===== src/sv/abd_pkg.sv =====
// Shared types and constants for the anchor box decoder with class argmax.
package abd_pkg;

  // Field widths fixed by the stream format
  localparam int unsigned COORD_W   = 16;  // Q12.4 pixel values
  localparam int unsigned SCORE_W   = 16;  // Q0.16 scores and thresholds
  localparam int unsigned CLASS_W   = 4;   // class index on the result
  localparam int unsigned NET_W     = 12;  // net size in whole pixels
  localparam int unsigned NCLS_W    = 5;   // num_classes register
  localparam int unsigned WORD_W    = 64;  // four packed scores
  localparam int unsigned PER_WORD  = 4;   // scores per packed word
  localparam int unsigned NUM_WORDS = 4;   // packed score words per item
  localparam int unsigned CFG_IDX_W = 3;
  localparam int unsigned CFG_DAT_W = 64;
  localparam int unsigned Q5_W      = 17;  // Q12.5 corner and span width

  // Smallest accepted span: one pixel in Q12.5
  localparam logic [Q5_W-1:0] MIN_SPAN = 17'd32;

  // Reset values of the configuration registers
  localparam logic [NET_W-1:0]  NET_W_RST  = 12'd640;
  localparam logic [NET_W-1:0]  NET_H_RST  = 12'd640;
  localparam logic [NCLS_W-1:0] NUM_CLS_RST = 5'd16;

  // Configuration register indexes
  typedef enum logic [CFG_IDX_W-1:0] {
    REG_NET_WIDTH     = 3'd0,
    REG_NET_HEIGHT    = 3'd1,
    REG_NUM_CLASSES   = 3'd2,
    REG_THR_0_3       = 3'd3,
    REG_THR_4_7       = 3'd4,
    REG_THR_8_11      = 3'd5,
    REG_THR_12_15     = 3'd6
  } cfg_reg_t;

  // Best score found by one lane
  typedef struct packed {
    logic [SCORE_W-1:0] score;
    logic [CLASS_W-1:0] cls;
  } lane_res_t;

  // Clamped corner and span of one axis, Q12.5
  typedef struct packed {
    logic [Q5_W-1:0] lo;
    logic [Q5_W-1:0] span;
  } axis_res_t;

  // One result item
  typedef struct packed {
    logic               keep;
    logic [CLASS_W-1:0] cls_idx;
    logic [SCORE_W-1:0] confidence;
    logic [COORD_W-1:0] left;
    logic [COORD_W-1:0] top;
    logic [COORD_W-1:0] width;
    logic [COORD_W-1:0] height;
    logic               frame_end;
  } out_item_t;

endpackage


===== src/sv/abd_lane.sv =====
// One argmax lane: best of four packed class scores, registered.
module abd_lane
  import abd_pkg::*;
#(
  parameter int unsigned BASE = 0
) (
  input  logic              clk,
  input  logic              en,
  input  logic [WORD_W-1:0] scores,
  input  logic [NCLS_W-1:0] num_cls,
  output lane_res_t         res
);

  lane_res_t res_r;
  lane_res_t res_nxt;

  // Scan the four scores, strict greater keeps the lower class on a tie
  always_comb begin
    res_nxt.score = '0;
    res_nxt.cls   = CLASS_W'(BASE);
    for (int k = 0; k < PER_WORD; k++) begin
      if ((NCLS_W'(BASE + k) < num_cls) &&
          (scores[k*SCORE_W +: SCORE_W] > res_nxt.score)) begin
        res_nxt.score = scores[k*SCORE_W +: SCORE_W];
        res_nxt.cls   = CLASS_W'(BASE + k);
      end
    end
  end

  // Hold while the pipeline is stalled
  always_ff @(posedge clk) begin
    if (en) begin
      res_r <= res_nxt;
    end
  end

  assign res = res_r;

endmodule


===== config.mk =====
export PLATFORM = sky130hd
export DESIGN_NAME = abd_lane
export DESIGN_NICKNAME = d
export VERILOG_FILES = /design/src/sv/abd_pkg.sv /design/src/sv/abd_lane.sv
export SDC_FILE = /design/constraint.sdc
export NUM_CORES = 1
export LEC_CHECK = 0
export ABC_AREA = 1
export BUFFER_PORTS_ARGS = -buffer_cell sky130_fd_sc_hd__buf_2
export CAP_MARGIN = 5
export CORE_ASPECT_RATIO = 1.75
export CORE_MARGIN = 1.5
export CORE_UTILIZATION = 34
export CTS_BUF_LIST = sky130_fd_sc_hd__clkbuf_8
export DETAILED_ROUTE_END_ITERATION = 16
export GPL_TIMING_DRIVEN = 1
export MAX_ROUTING_LAYER = met4
export PLACE_DENSITY = 0.69
export SLEW_MARGIN = 0
export SYNTH_ARGS = -nofsm -noshare
export SYNTH_HDL_FRONTEND = slang
export SYNTH_SLANG_ARGS = --single-unit
export TNS_END_PERCENT = 1

===== constraint.sdc =====
create_clock -name clk -period 14.85 [get_ports clk]
set_clock_uncertainty 0.05 [all_clocks]
set_input_delay 2.97 -clock clk [delete_from_list [all_inputs] [get_ports clk]]
set_output_delay 2.97 -clock clk [all_outputs]
set_load 0.05 [all_outputs]

* Word level (Yosys, flattened, before mapping)
Index checks and enable logic that the tools add are counted.
Word-level totals: bits in registers 20, latch bits 0, memory bits (writable) 0, bits in read-only memories 0, input bits 71, output and inout port bits 20, word-level logic and storage cells 22, memories kept 0
Operators by class: $add $sub $neg 0, $mul 0, div/mod/pow operators 0, magnitude comparators 8, equal/unequal tests 0, shift operators 0, multiplexer cells 4, bitwise operators 0, reductions and logical operators 6
Operators by type and width (count):
- 2-to-1 mux 20 bit | 4
- greater-than comparator 16 bit | 3
- greater-than comparator 16 x 1 -> 1 bit, second input constant | 1
- less-than comparator 1 x 5 -> 1 bit, first input constant | 2
- less-than comparator 2 x 5 -> 1 bit, first input constant | 2
- logical AND 1 bit | 4
- OR reduction 3 bit | 1
- OR reduction 2 bit | 1

* Logic depth before layout (Yosys ltp)
depth in word-level cells 12, gate-level depth with buffers 47, depth with buffers taken out 45

* Least setup slack after synthesis
OpenSTA, ideal clock, no wires.
path kind input to register, start point in num_cls[4], end point reg res_r (netlist bit res[10]), data pin, data arrival time 7.769 ns, path slack 6.900 ns, stages on the path 37, buffers on the path 4, cell sequence nor2_1 nand2_1 nor2_4 nand2_2 nand2_2 inv_2 clkbuf_1 nand2_1 ha_1 a21oi_1 nor2_1 nor2_1 nand2_1 nand2_1 nand2_1 nand2_2 clkbuf_1 o21ai_0 ha_1 nand4_1 nor3_1 nand4_2 buf_2 nand4_1 nand2_1 ha_1 nand2_1 inv_1 nand3_1 nor3_1 nand2_1 o2111ai_1 nand2_1 inv_1 clkbuf_1 nand2_1 nand2_1
RTL lines:
- start, declared | line abd_lane.sv:10 | input logic [NCLS_W-1:0] num_cls,
- end signal, assigned | line abd_lane.sv:33 | res_r <= res_nxt;
- end, declared | line abd_lane.sv:14 | lane_res_t res_r;

==> results.txt <==
----------------------------------------------------
[Placement]
  Weighted congestion reported at the end of routability-driven placement ... roughly 0.95
  PortBufs ... 88
  Post-detail-place hpwl ... 6.73 mm
  Post-Place Worst Slack ... around 5500 ps

[STA]
  Highest attainable clock frequency ... 109 MHz
  Worst slew margin ... between 40% and 50%
  Worst hold-check slack ... between 2000 and 3000 ps
  Time the final worst path needs with I/O delays and setup ... 9160 ps
  RSZ-0062 raised after global routing ... false
  Fin. max-slew vios ... 0
  Final total negative setup slack ... 0 ps
  Final Hold Fails ... 0
  Total setup violations reported at the end of the flow ... 0
  Worst-case setup margin in the final layout ... 5690 ps
  Measured slew at the worst slew-check pin ... about 780 ps
  Final period util ... a little over 60%

[Synthesis]
  Number of cells produced by synthesis ... ~380
  Average cell area after synthesis ... around 6.8 um2
  Top cells by area in the synthesized netlist ... sky130_fd_sc_hd__ha_1 (23%), sky130_fd_sc_hd__edfxtp_1 (21%), sky130_fd_sc_hd__nand2_1 (20%)
  Fraction of post-synthesis cell area in the top cell type by area ... between 20 and 25%
  Cell Area, Synth ... 2570 um2
  Total number of yosys warnings ... 0
  Unique masters post-synth ... 33
  Sequential cell area fraction in the yosys report ... 21.0%
  Most area-hungry cell type in the Yosys netlist ... sky130_fd_sc_hd__ha_1
  Post-synthesis register bit count ... 18

[Floorplanning]
  Number of top-level design ports ... 91
  Floorplan die height ... about 120 um
  Core Footprint ... ~7300 um2
  Starting Density ... 35.3%
  Width of the die ... 68.8 um
  Die ar. ... approximately 8100 um2
  Row count ... ~40

[Power]
  Register share of total power ... roughly 25%
  Cell Pwr Density ... 103 nW/um2
  Peak supply drop ... approximately 0.027 mV
  Total power consumption of the routed design ... approximately 0.32 mW
  Clock power frac ... between 10% and 20%
  Relative contribution of combinational cells to total power ... 65.2%
  Fraction of power spent switching nets ... roughly half
  Internal Dissipation ... ~0.16 mW
  Switching power ... between 0.15 and 0.2 mW
  Leakage power figure ... between 1.5 and 2 nW

[Cells and area]
  Final core utilization ... around 43%
  Share of post-route cells with drive strength above 1 ... about 25%
  Layout-stage area growth over the synthesis result ... 20.7%
  Antenna cell count ... 0
  Final Net Count ... about 580
  Largest register FFs ... 18
  Filler Cell Count ... 791

[Critical path]
  Start-to-end type of the worst setup path ... in -> reg
  CP most frequent cell ... sky130_fd_sc_hd__nand2_1
  CP arrival ... about 9000 ps
  Critical-path cell with the highest stage delay ... sky130_fd_sc_hd__nand2_1
  Critical-path maximum fanout ... 31
  Maximum single-stage delay on the critical path ... ~460 ps
  Critical Path End Type ... flip-flop
  Required time of the worst setup path ... 14790 ps
  Gate family responsible for the most delay along the worst path ... simple AND/OR/NAND/NOR gates
  Number of buffer and inverter instances along the worst setup path ... 3
  CP startpoint kind ... input port

[Routing]
  Via/cell ratio ... around 5
  Initial DRT Pass Iterations ... 4
  First-iteration detailed-routing DRC count ... 63
  DR WL/cell ... roughly 14 um
  Post-detailed-routing wire length ... approximately 7.4 mm
  Residual DRC count ... 0
  Routed vias ... 2724
  Remaining antenna violation count after routing ... 0

[CTS]
  TritonCTS clock tree ... built
  H-Tree Level Count ... 1
  Clock slew seen by the registers of the worst setup and hold paths ... 60 ps
  Post-CTS Setup Inserts ... 0
  Clock Path Buffers ... 2
  CTS Hold Buffers Added ... 0
  Number of CTS-inserted buffers ... 3
  Clock Sink Count ... 18
  Clock tree root driver cell ... sky130_fd_sc_hd__clkbuf_8
  Resized cells post-CTS ... 0

[GRT]
  Vias in the first global route ... 2776
  Aggregate global-route resource usage ... between 10% and 20%
  Maximum number of pins on one net before global-route repair ... 32
  Wire length of the first global-routing pass ... approximately 12 mm
  Total overflow reported by the global router ... 0
  Initial antenna violation count ... 0

[Status]
  Result of the run ... finished clean

[Hold path]
  Worst min-delay path class ... in -> reg

[Flow run]
  Number of maximum-capacitance constraint violations ... 0

----------------------------------------------------
cell usage in the layout, fill, tap and decap left out, types with 2 or more instances in the layout:
cell / instances
sky130_fd_sc_hd__nand2_1: 134
sky130_fd_sc_hd__buf_2: 88
sky130_fd_sc_hd__ha_1: 47
sky130_fd_sc_hd__inv_1: 34
sky130_fd_sc_hd__nor2_1: 22
sky130_fd_sc_hd__nand3_1: 22
sky130_fd_sc_hd__nand4_1: 19
sky130_fd_sc_hd__a21oi_1: 18
sky130_fd_sc_hd__edfxtp_1: 18
sky130_fd_sc_hd__o21ai_0: 17
sky130_fd_sc_hd__nand2_2: 12
sky130_fd_sc_hd__clkbuf_8: 3
sky130_fd_sc_hd__nor2_2: 2
sky130_fd_sc_hd__nand2_4: 2
sky130_fd_sc_hd__a211oi_1: 2
sky130_fd_sc_hd__nor3_1: 2
sky130_fd_sc_hd__conb_1: 2
through the flow:
step | cells | cell area [um2]
after global routing | 545 | 3110
after detailed placement | 541 | 3060
after global placement | 541 | 3060
after CTS | 545 | 3110
after floorplan | 379 | 2580
final | 545 | 3110
final cells by class:
class	count	area, um2	area share [%]
Sequential cell	18	541	17.4
Timing Repair Buffer	88	440	14.2
Inverter	35	131	4.23
Tap cell	86	108	3.46
Clock buffer	3	41.3	1.33
Multi-Input combinational cell	314	1840	59.3
Clock inverter	1	3.75	0.121
synthesized netlist by cell type (all sizes together):
cell type	instances
nand4	20
o21ai	17
nand3	23
o221a	1
a21o	1
nand2	148
o2111ai	1
and3	1
edfxtp	18
nor2	25
a31oi	1
inv	35
clkbuf	7
a21oi	19
a211oi	2
conb	1
o221ai	1
o21a	1
buf	5
and2	1
nor3	2
nor3b	1
ha	47
logic make-up (layout without fill, tap and decap cells):
logic type      count (synthesis)  after routing  synth area share (%)
flops                          18             18                  21.0
fa+ha+maj                      47             47                  22.8
other cells                     1              2                 0.146
compound gates                 44             44                  9.67
buf+inv                        47            127                  7.63
simple gates                  221            221                  38.7
final timing paths:
path                    from  slack [ps]  cells after the start          endpoint
hold / removal    scores[52]        2960                      3  res[8]$_DFFE_PP_
setup / recovery   scores[2]        5690                     32  res[4]$_DFFE_PP_
metal layers:
metal,share of wire [%],routed length [um],global-route usage [%],vias to the layer above
met5,0,0,-,-
met4,7.3,539,13.7,0
met3,2.7,196,0.669,30
met2,55,4080,35.9,82
met1,35,2550,16.8,1177
li1,-,-,-,1435
power groups by stage:
| stage | Combinational, mW | Clock (mW) | Sequential, mW |
|---|---|---|---|
| 5_1_grt | 0.233 | 0.0350 | 0.0803 |
| 3_5_place_dp | 0.209 | 0 | 0.0801 |
| 2_1_floorplan | 0.108 | 0 | 0.131 |
| 3_3_place_gp | 0.204 | 0 | 0.0798 |
| 6_report | 0.209 | 0.0326 | 0.0788 |
| 4_1_cts | 0.210 | 0.0335 | 0.0791 |
No activity file was read; power rests on OpenSTA's default activity.
