## src/sv/abd_pkg.sv

```systemverilog
// Shared types and constants for the anchor box decoder with class argmax.
package abd_pkg;

  // Field widths fixed by the stream format
  localparam int unsigned COORD_W   = 16;  // Q12.4 pixel values
  localparam int unsigned SCORE_W   = 16;  // Q0.16 scores and thresholds
  localparam int unsigned CLASS_W   = 4;   // class index on the result
  localparam int unsigned NET_W     = 12;  // net size in whole pixels
  localparam int unsigned NCLS_W    = 5;   // num_classes register
  localparam int unsigned WORD_W    = 64;  // four packed scores
  localparam int unsigned PER_WORD  = 4;   // scores per packed word
  localparam int unsigned NUM_WORDS = 4;   // packed score words per item
  localparam int unsigned CFG_IDX_W = 3;
  localparam int unsigned CFG_DAT_W = 64;
  localparam int unsigned Q5_W      = 17;  // Q12.5 corner and span width

  // Smallest accepted span: one pixel in Q12.5
  localparam logic [Q5_W-1:0] MIN_SPAN = 17'd32;

  // Reset values of the configuration registers
  localparam logic [NET_W-1:0]  NET_W_RST  = 12'd640;
  localparam logic [NET_W-1:0]  NET_H_RST  = 12'd640;
  localparam logic [NCLS_W-1:0] NUM_CLS_RST = 5'd16;

  // Configuration register indexes
  typedef enum logic [CFG_IDX_W-1:0] {
    REG_NET_WIDTH     = 3'd0,
    REG_NET_HEIGHT    = 3'd1,
    REG_NUM_CLASSES   = 3'd2,
    REG_THR_0_3       = 3'd3,
    REG_THR_4_7       = 3'd4,
    REG_THR_8_11      = 3'd5,
    REG_THR_12_15     = 3'd6
  } cfg_reg_t;

  // Best score found by one lane
  typedef struct packed {
    logic [SCORE_W-1:0] score;
    logic [CLASS_W-1:0] cls;
  } lane_res_t;

  // Clamped corner and span of one axis, Q12.5
  typedef struct packed {
    logic [Q5_W-1:0] lo;
    logic [Q5_W-1:0] span;
  } axis_res_t;

  // One result item
  typedef struct packed {
    logic               keep;
    logic [CLASS_W-1:0] cls_idx;
    logic [SCORE_W-1:0] confidence;
    logic [COORD_W-1:0] left;
    logic [COORD_W-1:0] top;
    logic [COORD_W-1:0] width;
    logic [COORD_W-1:0] height;
    logic               frame_end;
  } out_item_t;

endpackage

```

## src/sv/abd_merge.sv

```systemverilog
// Merge stage: combine lane winners, apply class threshold and size check.
module abd_merge
  import abd_pkg::*;
#(
  parameter int unsigned MAX_CLASSES = 16,
  parameter int unsigned NUM_LANES   = 4,
  parameter int unsigned CLS_IW      = 4
) (
  input  lane_res_t          lane_res [NUM_LANES],
  input  logic [SCORE_W-1:0] thr      [MAX_CLASSES],
  input  axis_res_t          x_res,
  input  axis_res_t          y_res,
  input  logic               frame_end,
  output out_item_t          item
);

  lane_res_t          best;
  logic [SCORE_W-1:0] best_thr;
  logic               keep;

  // Lanes in class order, strict greater from score 0 at class 0
  always_comb begin
    best.score = '0;
    best.cls   = '0;
    for (int g = 0; g < NUM_LANES; g++) begin
      if (lane_res[g].score > best.score) begin
        best = lane_res[g];
      end
    end
  end

  assign best_thr = thr[best.cls[CLS_IW-1:0]];

  assign keep = (best.score >= best_thr) &&
                (x_res.span >= MIN_SPAN) && (y_res.span >= MIN_SPAN);

  // Zero everything but the frame mark on a rejected anchor
  always_comb begin
    item           = '0;
    item.frame_end = frame_end;
    if (keep) begin
      item.keep       = 1'b1;
      item.cls_idx    = best.cls;
      item.confidence = best.score;
      item.left       = x_res.lo[Q5_W-1:1];
      item.top        = y_res.lo[Q5_W-1:1];
      item.width      = x_res.span[Q5_W-1:1];
      item.height     = y_res.span[Q5_W-1:1];
    end
  end

endmodule

```

## config.mk

```make
export PLATFORM = sky130hd
export DESIGN_NAME = abd_merge
export DESIGN_NICKNAME = d
export VERILOG_FILES = /design/src/sv/abd_pkg.sv /design/src/sv/abd_merge.sv
export SDC_FILE = /design/constraint.sdc
export NUM_CORES = 1
export LEC_CHECK = 0
export ABC_AREA = 1
export BUFFER_PORTS_ARGS = -buffer_cell sky130_fd_sc_hd__buf_2
export CAP_MARGIN = 10
export CORE_AREA = 4 4 191 193
export DETAILED_ROUTE_END_ITERATION = 8
export DIE_AREA = 0 0 195 197
export GPL_TIMING_DRIVEN = 0
export MAX_ROUTING_LAYER = met4
export SKIP_LAST_GASP = 1
export SLEW_MARGIN = 20
export SYNTH_ARGS = -nofsm -noshare
export SYNTH_HDL_FRONTEND = slang
export SYNTH_SLANG_ARGS = --single-unit
```

## constraint.sdc

```tcl
create_clock -name vclk -period 20
set_input_delay 6 -clock vclk [all_inputs]
set_output_delay 6 -clock vclk [all_outputs]
set_load 0.1 [all_outputs]
```

# --- After elaboration in Yosys (flattened, before gate mapping) ---
# Cells that the tools add are included.
totals:
  reg_bits: 0
  inputBits: 405
  out_inout_bits: 86
  word_cells: 19
op_classes:
  magnitude_cmp: 8
  n_mux: 8
  n_bitwise: 1
  n_reduce_logical: 2
op_table:
  columns: ["operator", "n"]
  rows:
  - ["$mux 85", 1]
  - ["$mux 20", 4]
  - ["$bmux 16 s4", 1]
  - ["$gt 16x16->1", 3]
  - ["$ge 17x6->1 const B", 2]
  - ["$mux 16", 2]
  - ["$ge 16x16->1", 1]
  - ["$gt 16x1->1 const B", 1]
  - ["$ge 5x5->1 const B", 1]
  - ["$not 4->5", 1]
  - ["$logic_and 1x1->1", 2]

# --- Depth between registers and ports, before layout ---
# Gate-level depths: netlist of run 1.
depth:
  word_depth: 16
  depth_mapped: 70
  depth_no_buf: 61

# --- Least setup slack after synthesis of run 1 ---
# No wires, ideal clock.
synth_path:
  path_type: "in2out"
  start: "input lane_res[71] in the netlist's numbering"
  end: "output item[76] in the netlist's numbering"
  arrival_ns: 14.266
  required_time_ns: 14.000
  setup_slack_ns: -0.266
  stages: 59
  n_path_buf: 9
  path_cell_list: "inv_1 -> ha_1 -> a21o_1 -> nor2_1 -> nand2_1 -> nand2_1 -> nand2_1 -> nand2_1 -> clkbuf_1 -> clkbuf_1 -> nand2_1 -> o21ai_0 -> ha_1 -> nand2_1 -> inv_1 -> nand3_1 -> a31oi_1 -> a2111oi_0 -> (+23 left out) -> ha_1 -> inv_1 -> a21boi_0 -> o21a_1 -> o21a_1 -> o21a_1 -> o21a_1 -> o21a_1 -> o21ai_0 -> nand2_1 -> a21oi_1 -> nor2_1 -> nor3_1 -> o21ai_0 -> nand2_1 -> clkbuf_1 -> buf_2 -> nor2_1"
synth_lines:
  columns: ["item", "line", "source"]
  rows:
  - ["start: declaration", "abd_merge.sv:9", "input lane_res_t lane_res [NUM_LANES],"]
  - ["end: declaration", "abd_merge.sv:14", "output out_item_t item"]

==> results of run 1 <==
[logic make-up after synthesis]
family,Yosys count
buffers and inverters,445
AND/OR/NAND/NOR,740
AO/OA/AOI/OAI,99
adder cells (fa/ha/maj),63
[tightest hold or removal path: stages]
cell    delay [ps]
buf_2           90
inv_1           40
nor2_1          40
buf_6          170
[worst paths after layout]
check | endpoint | slack, ps | cells past startpoint
min | item[40] | 12350 | 4
max | item[34] | 160 | 57
[repair_timing]
item | 4_1_cts | 5_1_grt
pin swaps | 35 | 63
cloned | 10 | 3
gates resized for setup | 365 | 178
buffers inserted | 52 | 22
endpoints found under the hold margin | 0 | 0
setup endpoints to repair | 85 | 85
[placed cells by master (no fill, tap or decap), types with 28 or more instances in the layout]
master | Yosys | layout
nor2_1 | 100 | 63
inv_1 | 363 | 353
buf_4 | 12 | 97
nor2_2 | 0 | 32
nand2_1 | 295 | 262
buf_6 | 4 | 72
ha_1 | 63 | 48
buf_2 | 37 | 407
nand3_2 | 10 | 39
nand3_1 | 307 | 275
nand2_2 | 5 | 28
[synthesized netlist by cell type (2+ instances only)]
| library cell | count | area share |
|---|---|---|
| inv_1 | 363 | 0.21 |
| nand3_1 | 307 | 0.24 |
| nand2_1 | 295 | 0.17 |
| nor2_1 | 100 | 0.058 |
| ha_1 | 63 | 0.12 |
| o21ai_0 | 48 | 0.037 |
| buf_2 | 37 | 0.029 |
| clkbuf_1 | 26 | 0.015 |
| a21oi_1 | 21 | 0.016 |
| buf_4 | 12 | 0.014 |
| o21ai_1 | 12 | 0.0093 |
| nand3_2 | 10 | 0.016 |
| nand4_1 | 9 | 0.0087 |
| nand2_2 | 5 | 0.0048 |
| nor4_1 | 5 | 0.0048 |
| o21a_1 | 5 | 0.0058 |
| buf_6 | 4 | 0.0070 |
| inv_2 | 3 | 0.0017 |
| a211oi_1 | 2 | 0.0023 |
[layer usage]
metal / vias to the layer above / track usage / routed length (µm)
met1: 4851 / 0.267 / 18600
met4: 0 / 0.0481 / 1060
met5: - / - / 0
met2: 418 / 0.351 / 21200
li1: 5305 / - / -
met3: 60 / 0.0321 / 2820
[layout make-up]
class                      count  area [µm²]
fill                        3835       22300
buffer                        74         883
timing repair buffer         572        3840
tap                          455         569
multi-input combinational    903        5580
inverter                     366        1380
antenna                       11        27.5
[through the flow]
stage	cell area [µm²]	worst slack, ps
finish	12300	157
global route	12300	-282
CTS	11300	-52.1
detailed placement	9530	-2670
global placement	9530	-2600
floorplan	6530	-266
==> flow_summary.toml, run 1 <==
[outcome]
status = "completed"

[cells_and_area]
drive_above_1_share = 0.432
final_core_util = 0.356
area_growth_pct = 90.4
regArea_um2 = 0
clock_buffers = 0
nets = 2385
nFlopsAndLatches = 0
fin_cells = 2381

[synthesis]
synth_xor_area_frac = 0
synthSimpleGateAreaFrac = 0.513
synth_cell_types = 39
synth-adder-area-share = 0.122
synth_top_family_by_area = "simple AND/OR/NAND/NOR gates"
avgSynthCellArea_um2 = 4.79
synth_area_um2 = 6450
syn-num-nets = 1815
synthMuxAreaShare = 0
synth_seq_area_share = 0
postSynthCellCount = 1347
yosys_warnings = 0
synth_compound_area_frac = 0.0871

[detailed_routing]
vias = 10634
antenna_left = 0
first_pass_iters = 5
wl_per_cell_um = 18.3
drt_iter0_drc = 560
wirelength_um = 43600
vias_per_cell = 4.47
drc_errors = 0

[sta]
rsz0062_at_grt = "true"
relSlewSlack = 0.494
slew_viol_final = 0
fmax_ghz = 0.0504
period_share = 0.992
period_minus_slack_ps = 19840
setup_viol = 0
timing.hold.ws_ps = 12350
hold_violations = 0
tns_ps = 0
worst_pin_slew_ps = 752

[critical_path]
arrival_ps = 13840
slowest_delay_ps = 340
path_buf_inv = 16
cpMostUsedCell = "nand2_1"
cp_max_fo = 10
startpoint = "lane_res[55]"
crit_path_start_kind = "input pin"
critPathRequiredTime_ps = 14000
path_delay_family = "simple AND/OR/NAND/NOR gates"
cpMaxStageDelayCell = "a221o_1"
criticalPathCategory = "in2out"
end_kind = "output pin"

[global_routing]
grt_max_degree = 20
grt_pass1_vias = 10608
antenna_found_initial = 10
grt_remaining_overflow = 0
grt_use_total = 0.209
grt_pass1_wl_um = 61300

[hold_path]
hp-class = "in2out"
min_from = "y_res[25]"

[floorplan]
rows = 68
die_w_um = 195
die_y_um = 197
dieArea_um2 = 38400
initial_utilization = 0.187
num_io_pins = 491
core_area_um2 = 34500

[place]
dp_hpwl_um = 35500
place.gp.congestion = 0.980
portBuffers = 486
place_inst = 2288

[job]
cap_violations = 0

[cts]
postCtsHoldBufs = 0
Power of run 1 is not shown: default switching activity piles up to over one toggle a cycle in this logic, so the estimate is an artifact.
==> run 2: changes to the inputs <==
--- a/config.mk
+++ b/config.mk
@@ -13,6 +13,7 @@
 export DIE_AREA = 0 0 195 197
 export GPL_TIMING_DRIVEN = 0
 export MAX_ROUTING_LAYER = met4
+export RECOVER_POWER = 100
 export SKIP_LAST_GASP = 1
 export SLEW_MARGIN = 20
 export SYNTH_ARGS = -nofsm -noshare
==> flow_summary.toml, run 2 (same netlist as run 1, synthesis figures left out) <==
[cells_and_area]
final_cell_mix = "buf_2, inv_1, nand3_1"
final_common_cell = "buf_2"
nets = 2385
nFlopsAndLatches = 0
drive_above_1_share = 0.432
area_growth_pct = 90.4
regArea_um2 = 0
clock_buffers = 0
nFillCells = 3835
final_core_util = 0.356

[place]
place.gp.congestion = 0.980
portBuffers = 486
dp_hpwl_um = 35500

[sta]
period_share = 0.992
setup_viol = 0
worst_pin_slew_ps = 1160
slew_viol_final = 0
timing.hold.ws_ps = 12350
period_minus_slack_ps = 19840
fmax_ghz = 0.0504
hold_violations = 0
relSlewSlack = 0.229
rsz0062_at_grt = "true"

[global_routing]
grt_pass1_wl_um = 61300
grt_use_total = 0.209
grt_pass1_vias = 10608
grt_max_degree = 20
grt_remaining_overflow = 0
antenna_found_initial = 10

[job]
cap_violations = 0

[floorplan]
initial_utilization = 0.187
core_area_um2 = 34500
die_w_um = 195
num_io_pins = 491
rows = 68
die_y_um = 197
dieArea_um2 = 38400

[detailed_routing]
antenna_left = 0
wirelength_um = 43600
first_pass_iters = 5
wl_per_cell_um = 18.3
drc_errors = 0
vias = 10642
drt_iter0_drc = 560
vias_per_cell = 4.47

[critical_path]
criticalPathCategory = "in2out"
cpMostUsedCell = "nand2_1"
cp_max_fo = 10
crit_path_start_kind = "input pin"
end_kind = "output pin"
cpMaxStageDelayCell = "a221o_1"
critPathRequiredTime_ps = 14000
arrival_ps = 13840
slowest_delay_ps = 340

[hold_path]
hp-class = "in2out"

[outcome]
status = "completed"
[run 2: changes by cell type in the layout (fill, tap and decap cells not counted), sizes merged]
cell / delta
clkbuf: +1
buf: -1
[run 2: worst max-delay path: cells and delay by family]
kind | cells | cell delay [ps]
and+or+nand+nor | 23 | 2500
buffers and inverters | 16 | 2240
AOI/OAI and AO/OA | 14 | 2020
adders and majority gates | 4 | 1050
[run 2: stage by stage]
stage	cell area, µm²	cells	setup slack (ps)	setup TNS, ps
after global placement	9530	2288	-2600	-203950
final	12300	2381	157	0
after detailed placement	9530	2288	-2670	-210600
after floorplan	6530	1347	-266	-13520
after global routing	12300	2380	-282	-18480
after CTS	11300	2347	-52.1	-637
[run 2: repair_timing]
action                                  4_1_cts  5_1_grt
hold buffers                                  0        0
pin swaps                                    35       63
endpoints found under the setup margin       85       85
gates resized for setup                     365      178
buffers inserted                             52       22
gates cloned                                 10        3
[run 2: area by class of cell]
class,instances,area [µm²],share of cell area
Antenna cell,11,27.5,0.00224
Buffer,74,883,0.0719
Inverter,366,1380,0.113
Multi-Input combinational cell,903,5580,0.454
Tap cell,455,569,0.0463
Timing Repair Buffer,572,3840,0.313
[run 2: final timing paths]
path         start  endpoint  depth (start not counted)  slack, ps
max   lane_res[55]  item[34]                         57        160
min      y_res[25]  item[40]                          4      12350
[run 2: layer usage]
metal  global-route usage  vias to the layer above  routed length, µm
li1                     -                     5305                  -
met1                0.267                     4857              18600
met2                0.351                      420              21200
met3               0.0321                       60               2830
met4               0.0481                        0               1060
met5                    -                        -                  0
Power of run 2 is left out for the same reason.
