`config.mk`:
```
export PLATFORM = sky130hd
export DESIGN_NAME = abd_axis
export DESIGN_NICKNAME = d
export VERILOG_FILES = /design/src/sv/abd_pkg.sv /design/src/sv/abd_axis.sv
export SDC_FILE = /design/constraint.sdc
export NUM_CORES = 1
export LEC_CHECK = 0
export BUFFER_PORTS_ARGS = -buffer_cell sky130_fd_sc_hd__buf_2
export CAP_MARGIN = 25
export CORE_UTILIZATION = 60
export DETAILED_ROUTE_END_ITERATION = 12
export GPL_TIMING_DRIVEN = 0
export PLACE_DENSITY = 0.95
export SLEW_MARGIN = 20
export SYNTH_ARGS = -nofsm -noshare
export SYNTH_HDL_FRONTEND = slang
export SYNTH_SLANG_ARGS = --single-unit
```
`constraint.sdc`:
```
create_clock -name clk -period 15.5 [get_ports clk]
set_clock_uncertainty 0.15 [all_clocks]
set_input_delay 0.775 -clock clk [delete_from_list [all_inputs] [get_ports clk]]
set_output_delay 0.775 -clock clk [all_outputs]
set_load 0.02 [all_outputs]
```
`src/sv/abd_pkg.sv`:
```
// Shared types and constants for the anchor box decoder with class argmax.
package abd_pkg;

  // Field widths fixed by the stream format
  localparam int unsigned COORD_W   = 16;  // Q12.4 pixel values
  localparam int unsigned SCORE_W   = 16;  // Q0.16 scores and thresholds
  localparam int unsigned CLASS_W   = 4;   // class index on the result
  localparam int unsigned NET_W     = 12;  // net size in whole pixels
  localparam int unsigned NCLS_W    = 5;   // num_classes register
  localparam int unsigned WORD_W    = 64;  // four packed scores
  localparam int unsigned PER_WORD  = 4;   // scores per packed word
  localparam int unsigned NUM_WORDS = 4;   // packed score words per item
  localparam int unsigned CFG_IDX_W = 3;
  localparam int unsigned CFG_DAT_W = 64;
  localparam int unsigned Q5_W      = 17;  // Q12.5 corner and span width

  // Smallest accepted span: one pixel in Q12.5
  localparam logic [Q5_W-1:0] MIN_SPAN = 17'd32;

  // Reset values of the configuration registers
  localparam logic [NET_W-1:0]  NET_W_RST  = 12'd640;
  localparam logic [NET_W-1:0]  NET_H_RST  = 12'd640;
  localparam logic [NCLS_W-1:0] NUM_CLS_RST = 5'd16;

  // Configuration register indexes
  typedef enum logic [CFG_IDX_W-1:0] {
    REG_NET_WIDTH     = 3'd0,
    REG_NET_HEIGHT    = 3'd1,
    REG_NUM_CLASSES   = 3'd2,
    REG_THR_0_3       = 3'd3,
    REG_THR_4_7       = 3'd4,
    REG_THR_8_11      = 3'd5,
    REG_THR_12_15     = 3'd6
  } cfg_reg_t;

  // Best score found by one lane
  typedef struct packed {
    logic [SCORE_W-1:0] score;
    logic [CLASS_W-1:0] cls;
  } lane_res_t;

  // Clamped corner and span of one axis, Q12.5
  typedef struct packed {
    logic [Q5_W-1:0] lo;
    logic [Q5_W-1:0] span;
  } axis_res_t;

  // One result item
  typedef struct packed {
    logic               keep;
    logic [CLASS_W-1:0] cls_idx;
    logic [SCORE_W-1:0] confidence;
    logic [COORD_W-1:0] left;
    logic [COORD_W-1:0] top;
    logic [COORD_W-1:0] width;
    logic [COORD_W-1:0] height;
    logic               frame_end;
  } out_item_t;

endpackage

```
`src/sv/abd_axis.sv`:
```
// One box axis: centre and size to clamped Q12.5 corner and span, registered.
module abd_axis
  import abd_pkg::*;
(
  input  logic               clk,
  input  logic               en,
  input  logic [COORD_W-1:0] center,
  input  logic [COORD_W-1:0] size,
  input  logic [NET_W-1:0]   bound,
  output axis_res_t          res
);

  localparam int unsigned SW = Q5_W + 2;

  logic signed [SW-1:0] lim;
  logic signed [SW-1:0] lo_raw;
  logic signed [SW-1:0] hi_raw;
  logic signed [SW-1:0] lo_cl;
  logic signed [SW-1:0] hi_cl;
  axis_res_t            res_r;
  axis_res_t            res_nxt;

  // Corners in Q12.5: 2*c - s and 2*c + s
  assign lim    = $signed({2'b00, bound, 5'b00000});
  assign lo_raw = $signed({2'b00, center, 1'b0}) - $signed({3'b000, size});
  assign hi_raw = $signed({2'b00, center, 1'b0}) + $signed({3'b000, size});

  // Clamp each corner to [0, bound*32]
  always_comb begin
    lo_cl = lo_raw;
    if (lo_raw < 0) begin
      lo_cl = '0;
    end else if (lo_raw > lim) begin
      lo_cl = lim;
    end
    hi_cl = hi_raw;
    if (hi_raw < 0) begin
      hi_cl = '0;
    end else if (hi_raw > lim) begin
      hi_cl = lim;
    end
    res_nxt.lo   = lo_cl[Q5_W-1:0];
    res_nxt.span = hi_cl[Q5_W-1:0] - lo_cl[Q5_W-1:0];
  end

  always_ff @(posedge clk) begin
    if (en) begin
      res_r <= res_nxt;
    end
  end

  assign res = res_r;

endmodule

```
-- Word level (Yosys, flattened, before mapping)
Cells that the tools add are included.
- add/subtract/negate cells: 3
- magnitude comparators: 4
- muxes and demuxes: 4
- operator list (operator ; number):
    $mux 17 ; 4
    $lt 18x1->1 const B ; 2
    $add 17x16->18 ; 1
    $gt 18x17->1 ; 1
    $gt 18x18->1 ; 1
    $sub 17x16->18 ; 1
    $sub 17x17->17 ; 1
- register bits: 34
- output and inout bits: 34
- word-level logic and storage cells: 13

-- Logic depth before layout (Yosys ltp)
Gate-level depths: netlist of the first run.
- depth in word-level cells: 5
- gate-level depth with buffers: 31
- depth with buffers taken out: 29

-- Worst setup path after synthesis of the first run
No wires, ideal clock.
- path kind: input port to flip-flop
- start: input port size[2]
- end: register res_r, in the netlist res[16], data pin
- stages: 28
- library setup time: 0.261 ns
- data required time: 15.089 ns
- path slack: 8.716 ns
- data arrival time: 6.373 ns
- buffers on the path: 1
- cells stage by stage: inv_1 ha_1 a21o_1 nand4_1 a211oi_2 o211ai_1 a311o_1 a21oi_1 nor2_1 ha_1 nand3_1 nor2_1 o21ai_0 a21o_1 a21oi_1 buf_2 a21oi_1 or2_2 ha_1 or3_1 a311oi_1 o31ai_1 o41ai_1 o211a_1 o21ai_0 inv_1 nor3_1 a221o_1
- RTL lines (element ; line ; source):
    start: declaration ; abd_axis.sv:8 ; input logic [COORD_W-1:0] size,
    end signal: assignment ; abd_axis.sv:48 ; res_r <= res_nxt;
    end: declaration ; abd_axis.sv:20 ; axis_res_t res_r;

==> results of run 1 <==
-- synth_stat cells (3+ instances only) --
master / instances / area share
sky130_fd_sc_hd__a211o_1: 5 / 0.010
sky130_fd_sc_hd__a211oi_1: 4 / 0.0068
sky130_fd_sc_hd__a21o_1: 9 / 0.015
sky130_fd_sc_hd__a21oi_1: 44 / 0.050
sky130_fd_sc_hd__a31oi_1: 3 / 0.0043
sky130_fd_sc_hd__and2_1: 3 / 0.0043
sky130_fd_sc_hd__and3_1: 3 / 0.0043
sky130_fd_sc_hd__buf_2: 3 / 0.0034
sky130_fd_sc_hd__clkbuf_1: 8 / 0.0068
sky130_fd_sc_hd__edfxtp_1: 34 / 0.23
sky130_fd_sc_hd__fa_1: 3 / 0.014
sky130_fd_sc_hd__ha_1: 71 / 0.20
sky130_fd_sc_hd__inv_1: 62 / 0.053
sky130_fd_sc_hd__mux2i_1: 10 / 0.023
sky130_fd_sc_hd__nand2_1: 21 / 0.018
sky130_fd_sc_hd__nand2b_1: 10 / 0.014
sky130_fd_sc_hd__nand3_1: 11 / 0.013
sky130_fd_sc_hd__nand4_1: 9 / 0.013
sky130_fd_sc_hd__nor2_1: 51 / 0.044
sky130_fd_sc_hd__nor2b_1: 11 / 0.016
sky130_fd_sc_hd__nor3_1: 17 / 0.019
sky130_fd_sc_hd__o211ai_1: 3 / 0.0051
sky130_fd_sc_hd__o21a_1: 7 / 0.012
sky130_fd_sc_hd__o21ai_0: 20 / 0.023
sky130_fd_sc_hd__o21bai_1: 3 / 0.0051
sky130_fd_sc_hd__or2_2: 13 / 0.019
sky130_fd_sc_hd__or3_1: 5 / 0.0071
sky130_fd_sc_hd__xnor2_1: 32 / 0.064
sky130_fd_sc_hd__xor2_1: 6 / 0.012
-- worst min-delay path: cells and delay by family --
kind	cells	cell delay, ns
muxes	1	0.08
and+or+nand+nor	1	0.12
buffers and inverters	1	0.10
-- routing by layer --
| metal | wire [um] | up-vias | GRT usage | share of wire |
|---|---|---|---|---|
| met5 | 0 | - | 0 | 0 |
| met4 | 180 | 0 | 0.08346 | 0.017 |
| met3 | 478 | 13 | 0.01991 | 0.046 |
| met2 | 5154 | 160 | 0.5114 | 0.50 |
| met1 | 4553 | 1865 | 0.3283 | 0.44 |
| li1 | - | 2015 | - | - |
-- kinds of logic (layout without fill, tap and decap cells) --
family,count (synthesis),after routing,synth area share
DFF,34,34,0.2327
muxes,12,12,0.02794
and+or+nand+nor,162,162,0.1868
xor gates and xnor gates,38,38,0.07585
AOI/OAI and AO/OA,127,127,0.1939
buffers and inverters,75,162,0.06672
adders and majority gates,74,74,0.2161
-- worst min-delay path by stage --
stage / slack [ns] / to
global placement: 1.03 / res[29]$_DFFE_PP_
detailed placement: 1.04 / res[24]$_DFFE_PP_
floorplan: 0.74 / res[0]$_DFFE_PP_
finish: 0.76 / res[29]$_DFFE_PP_
CTS: 0.75 / res[24]$_DFFE_PP_
global route: 0.79 / res[29]$_DFFE_PP_
-- layout make-up --
type | instances | area [um^2]
flip-flops and latches | 34 | 1021
inverters | 62 | 232.7
clock inverters | 2 | 8.758
multi-input cells | 413 | 3074
fillers | 544 | 1959
plain buffers | 13 | 60.06
repair buffers | 79 | 395.4
well taps | 96 | 120.1
clock buffers | 6 | 72.57
-- per-stage QoR --
| stage | hold WS, ns | utilization | worst slack, ns |
|---|---|---|---|
| 2_1_floorplan | 0.7375 | - | 8.716 |
| 3_3_place_gp | 1.030 | 0.7061 | 7.567 |
| 3_5_place_dp | 1.042 | 0.7061 | 7.472 |
| 4_1_cts | 0.7508 | 0.7178 | 7.759 |
| 5_1_grt | 0.7853 | 0.7178 | 7.243 |
| 6_report | 0.7564 | 0.7178 | 7.647 |
-- power groups by stage --
stage          clock [mW]  sequential, mW  combinational (mW)
2_1_floorplan           0           0.199               0.272
3_3_place_gp            0           0.156               0.396
3_5_place_dp            0           0.158               0.411
4_1_cts            0.0629           0.156               0.413
5_1_grt            0.0656           0.160               0.460
6_report           0.0634           0.155               0.420
==> flow_summary.toml, run 1 <==
[status]
status = "complete, no violations"

[floorplanning]
placementRows = 30
floorplan.core_area_um2 = 6944
design.die.area_um2 = 7659
floorplan.initialDensity = 0.6319
chipHeight_um = 87.52
chipWidth_um = 87.52
count_of_pins_on_the_block_boundary = 80

[cells_and_area]
antennaDiodeCount = 0
design_area_um2 = 4985
layout_commonest_cell = "sky130_fd_sc_hd__buf_2"
largest_register_ff_count = 34
nets = 728
final_cell_mix = "sky130_fd_sc_hd__buf_2, sky130_fd_sc_hd__ha_1, sky130_fd_sc_hd__inv_1"
area_growth_synth_to_finish_pct = 13.60
ratio_of_cells_with_drive_above_1_in_the_final_layout = 0.1888
layoutNonFillerInstCount = 705

[worst_hold_path]
worst_hold_path_type = "in -> reg"
worstHoldStart = "bound[7]"
hold-path-cell-count = 3

[power]
leakage_nw = 2.374
switchingPower_mw = 0.2859
netSwitchingFraction = 0.4475
power.combinational.fraction = 0.658
vdd.ir_drop.worst_v = 0.00005199
internal_power_mw = 0.3529
total_power_mw = 0.6388
proportion_of_power_drawn_by_the_clock_network = 0.099
seqPwrFrac = 0.243
cellPowerDensity_nw_per_um2 = 128.1

[run]
number_of_violations_of_the_max_capacitance_limit = 0

[setup_path]
critPathCapture = "res[16]$_DFFE_PP_"
worst-path-stages = 29
cp.arrival_ns = 7.75
setup.worst_path.start_class = "input port"
worst-path-buf-inv = 4
cp.required_ns = 15.40
timing.critical_path.from = "size[2]"
cp_max_fanout = 10
worst_setup_path_end_kind = "flop"
timing.critical_path.slowest_stage_cell = "sky130_fd_sc_hd__a21oi_1"
timing.setup.critical_path_class = "in -> reg"
critPathTopFamily = "compound AO/OA/AOI/OAI gates"
cp_slowest_stage_delay_ns = 0.70

[clock_tree]
tritoncts = "built"
cts.htree.levels = 2
tritoncts.num_buffers = 5
post-cts-setup-buffers = 0
cts_resized = 0
clock-sinks = 34
ctsLongestPathBuffers = 2
cts_root_buffer = "sky130_fd_sc_hd__clkbuf_8"
holdBufCountCts = 0
path_clk_slew_ns = 0.07

[logic_synthesis]
yosys_warnings = 0
number_of_synthesized_register_bits = 34
synthCells = 522
ys_async_sr_fraction = 0
proportion_of_synthesized_chip_area_in_sequential_cells = 0.2327
post_synth_instance_area_um2 = 4388
synth_fp_nets = 642
synth_edf_count = 34
primary_flip_flop_cell_chosen_by_synthesis_mapping = "sky130_fd_sc_hd__edfxtp_1"
post_synth.cell_area_avg_um2 = 8.406
number_of_distinct_standard_cells_referenced_by_the_synthesized_netlist = 59

[timing]
fin_crit_ns = 7.853
fin_setup_tns_ns = 0
timing_max_transition_violations_final = 0
timing.max_slew.rel_slack = 0.4030
finalHoldViolations = 0
finalCritPeriodShare = 0.5066
timing.final.setup_violations = 0
setup_repair_after_global_routing_missed_its_margin = "false"
max_freq_mhz = 127.3
worst_slew_pin_slew_ns = 0.8955

[global_route]
grt_pass1_wl_mm = 16.22
grt_antenna_before_repair = 0
maximum_number_of_pins_on_one_net_before_global_route_repair = 35
grt_overflow_total = 0
via_count_of_the_first_global_routing_pass = 3665
grt_util_all_layers = 0.2718

[place]
cell_count_after_placement = 697
post-dp-hpwl_mm = 8.648
io_buffers = 79
gp_routability_congestion = 0.8878
placedInstanceArea_um2 = 4903

[routing]
dr.first_iter.drc_count = 242
routed_wire_length_per_instance_um = 14.70
detail_route.drc_violations = 0
postRouteWirelength_mm = 10.37
drt-vias-per-instance = 5.749
drt-pass1-iter-count = 5
postRouteAntennaNets = 0
via_count = 4053
Power figures use the tool's default switching activity.
==> run 2: changes to the inputs <==
- CORE_UTILIZATION: 60 -> 52
- PLACE_DENSITY: 0.95 -> 0.88
- clock period: 15.5 -> 7 ns (I/O delays scaled with it)
==> flow_summary.toml, run 2 (synthesis results as in run 1) <==
[status]
status = "complete, no violations"

[global_route]
grt_pass1_wl_mm = 16.43
grt_antenna_before_repair = 0
via_count_of_the_first_global_routing_pass = 3755
grt_util_all_layers = 0.2336
maximum_number_of_pins_on_one_net_before_global_route_repair = 35
grt_overflow_total = 0

[cells_and_area]
ratio_of_cells_with_drive_above_1_in_the_final_layout = 0.2020
area_growth_synth_to_finish_pct = 15.06
layout_commonest_cell = "sky130_fd_sc_hd__buf_2"
largest_register_ff_count = 34
layoutNonFillerInstCount = 714
final_cell_mix = "sky130_fd_sc_hd__buf_2, sky130_fd_sc_hd__ha_1, sky130_fd_sc_hd__inv_1"
nets = 728
utilization = 0.6175
antennaDiodeCount = 0

[timing]
max_freq_mhz = 149.7
timing.max_slew.rel_slack = 0.5316
timing.final.setup_violations = 0
finalHoldWorstSlack_ns = 0.3292
finalCritPeriodShare = 0.9542
setup_repair_after_global_routing_missed_its_margin = "true"
final.setup.worst_slack_ns = 0.3204
timing_max_transition_violations_final = 0
worst_slew_pin_slew_ns = 0.7027
finalHoldViolations = 0
fin_crit_ns = 6.680
fin_setup_tns_ns = 0

[floorplanning]
design.die.area_um2 = 8810
count_of_pins_on_the_block_boundary = 80
chipWidth_um = 93.86
floorplan.core_area_um2 = 8175
placementRows = 33
chipHeight_um = 93.86
floorplan.initialDensity = 0.5367

[place]
dp_worst_setup_slack_ns = -0.5653
cell_count_after_placement = 706
post-dp-hpwl_mm = 8.454
gp_routability_congestion = 0.9434
io_buffers = 79

[power]
vdd.ir_drop.worst_v = 0.0001251
seqPwrFrac = 0.239
leakage_nw = 2.389
cellPowerDensity_nw_per_um2 = 283.3
proportion_of_power_drawn_by_the_clock_network = 0.097
internal_power_mw = 0.7910
power.combinational.fraction = 0.663
netSwitchingFraction = 0.4470
switchingPower_mw = 0.6393

[setup_path]
worst_setup_path_end_kind = "flop"
worst-path-buf-inv = 5
timing.setup.critical_path_class = "in -> reg"
setup.worst_path.start_class = "input port"
timing.critical_path.slowest_stage_cell = "sky130_fd_sc_hd__a311o_1"
cp_max_fanout = 10
cp.required_ns = 6.89
cp.arrival_ns = 6.57
cp_slowest_stage_delay_ns = 0.44
critPathTopFamily = "compound AO/OA/AOI/OAI gates"

[routing]
routed_wire_length_per_instance_um = 14.34
drt-pass1-iter-count = 7
drt-vias-per-instance = 5.681
postRouteAntennaNets = 0
detail_route.drc_violations = 0
via_count = 4056
dr.first_iter.drc_count = 193
postRouteWirelength_mm = 10.24

[clock_tree]
ctsLongestPathBuffers = 2
tritoncts = "built"
holdBufCountCts = 0
post-cts-setup-buffers = 0
cts_root_buffer = "sky130_fd_sc_hd__clkbuf_8"
cts.htree.levels = 2
path_clk_slew_ns = 0.07
tritoncts.num_buffers = 5
clock-sinks = 34

[worst_hold_path]
worst_hold_path_type = "in -> reg"

[run]
number_of_violations_of_the_max_capacitance_limit = 0
-- run 2: power groups by stage --
stage | combinational [mW] | clock [mW] | sequential [mW]
finish | 0.949 | 0.139 | 0.342
global route | 1.05 | 0.150 | 0.347
global placement | 0.869 | 0 | 0.345
CTS | 0.920 | 0.139 | 0.344
floorplan | 0.603 | 0 | 0.440
detailed placement | 0.905 | 0 | 0.348
-- run 2: cell type report --
class,count,area (um^2)
sequential,34,1021
clock inverter,3,16.27
buffer,13,63.81
timing repair buffer,79,395.4
tap,105,131.4
fill,729,3127
inverter,62,232.7
clock buffer,5,68.82
multi-input combinational,413,3119
-- run 2: tightest hold or removal path: cells and delay by family --
family	cells	cell delay [ns]
buffers and inverters	1	0.10
muxes	1	0.08
and+or+nand+nor	1	0.11
-- run 2: stage by stage --
stage	area [um^2]	total power, mW
2_1_floorplan	4388	1.043
3_5_place_dp	4915	1.253
4_1_cts	5016	1.403
6_report	5049	1.430
5_1_grt	5049	1.543
3_3_place_gp	4915	1.214
-- run 2: routing by layer --
layer  track usage  vias to the layer above  share of wire
li1              -                     2025              -
met1        0.2887                     1846           0.45
met2        0.4203                      163           0.48
met3       0.01133                       22          0.049
met4       0.09872                        0          0.028
met5             0                        -              0
-- run 2: worst paths after layout --
kind,depth (start not counted),startpoint,to
hold / removal,3,bound[7],res[29]$_DFFE_PP_
setup / recovery,30,size[2],res[16]$_DFFE_PP_
-- run 2: repair_timing --
action / CTS / global route
gates resized for setup: 3 / 10
pin swaps: 0 / 1
setup endpoints to repair: 1 / 3
cloned: 0 / 0
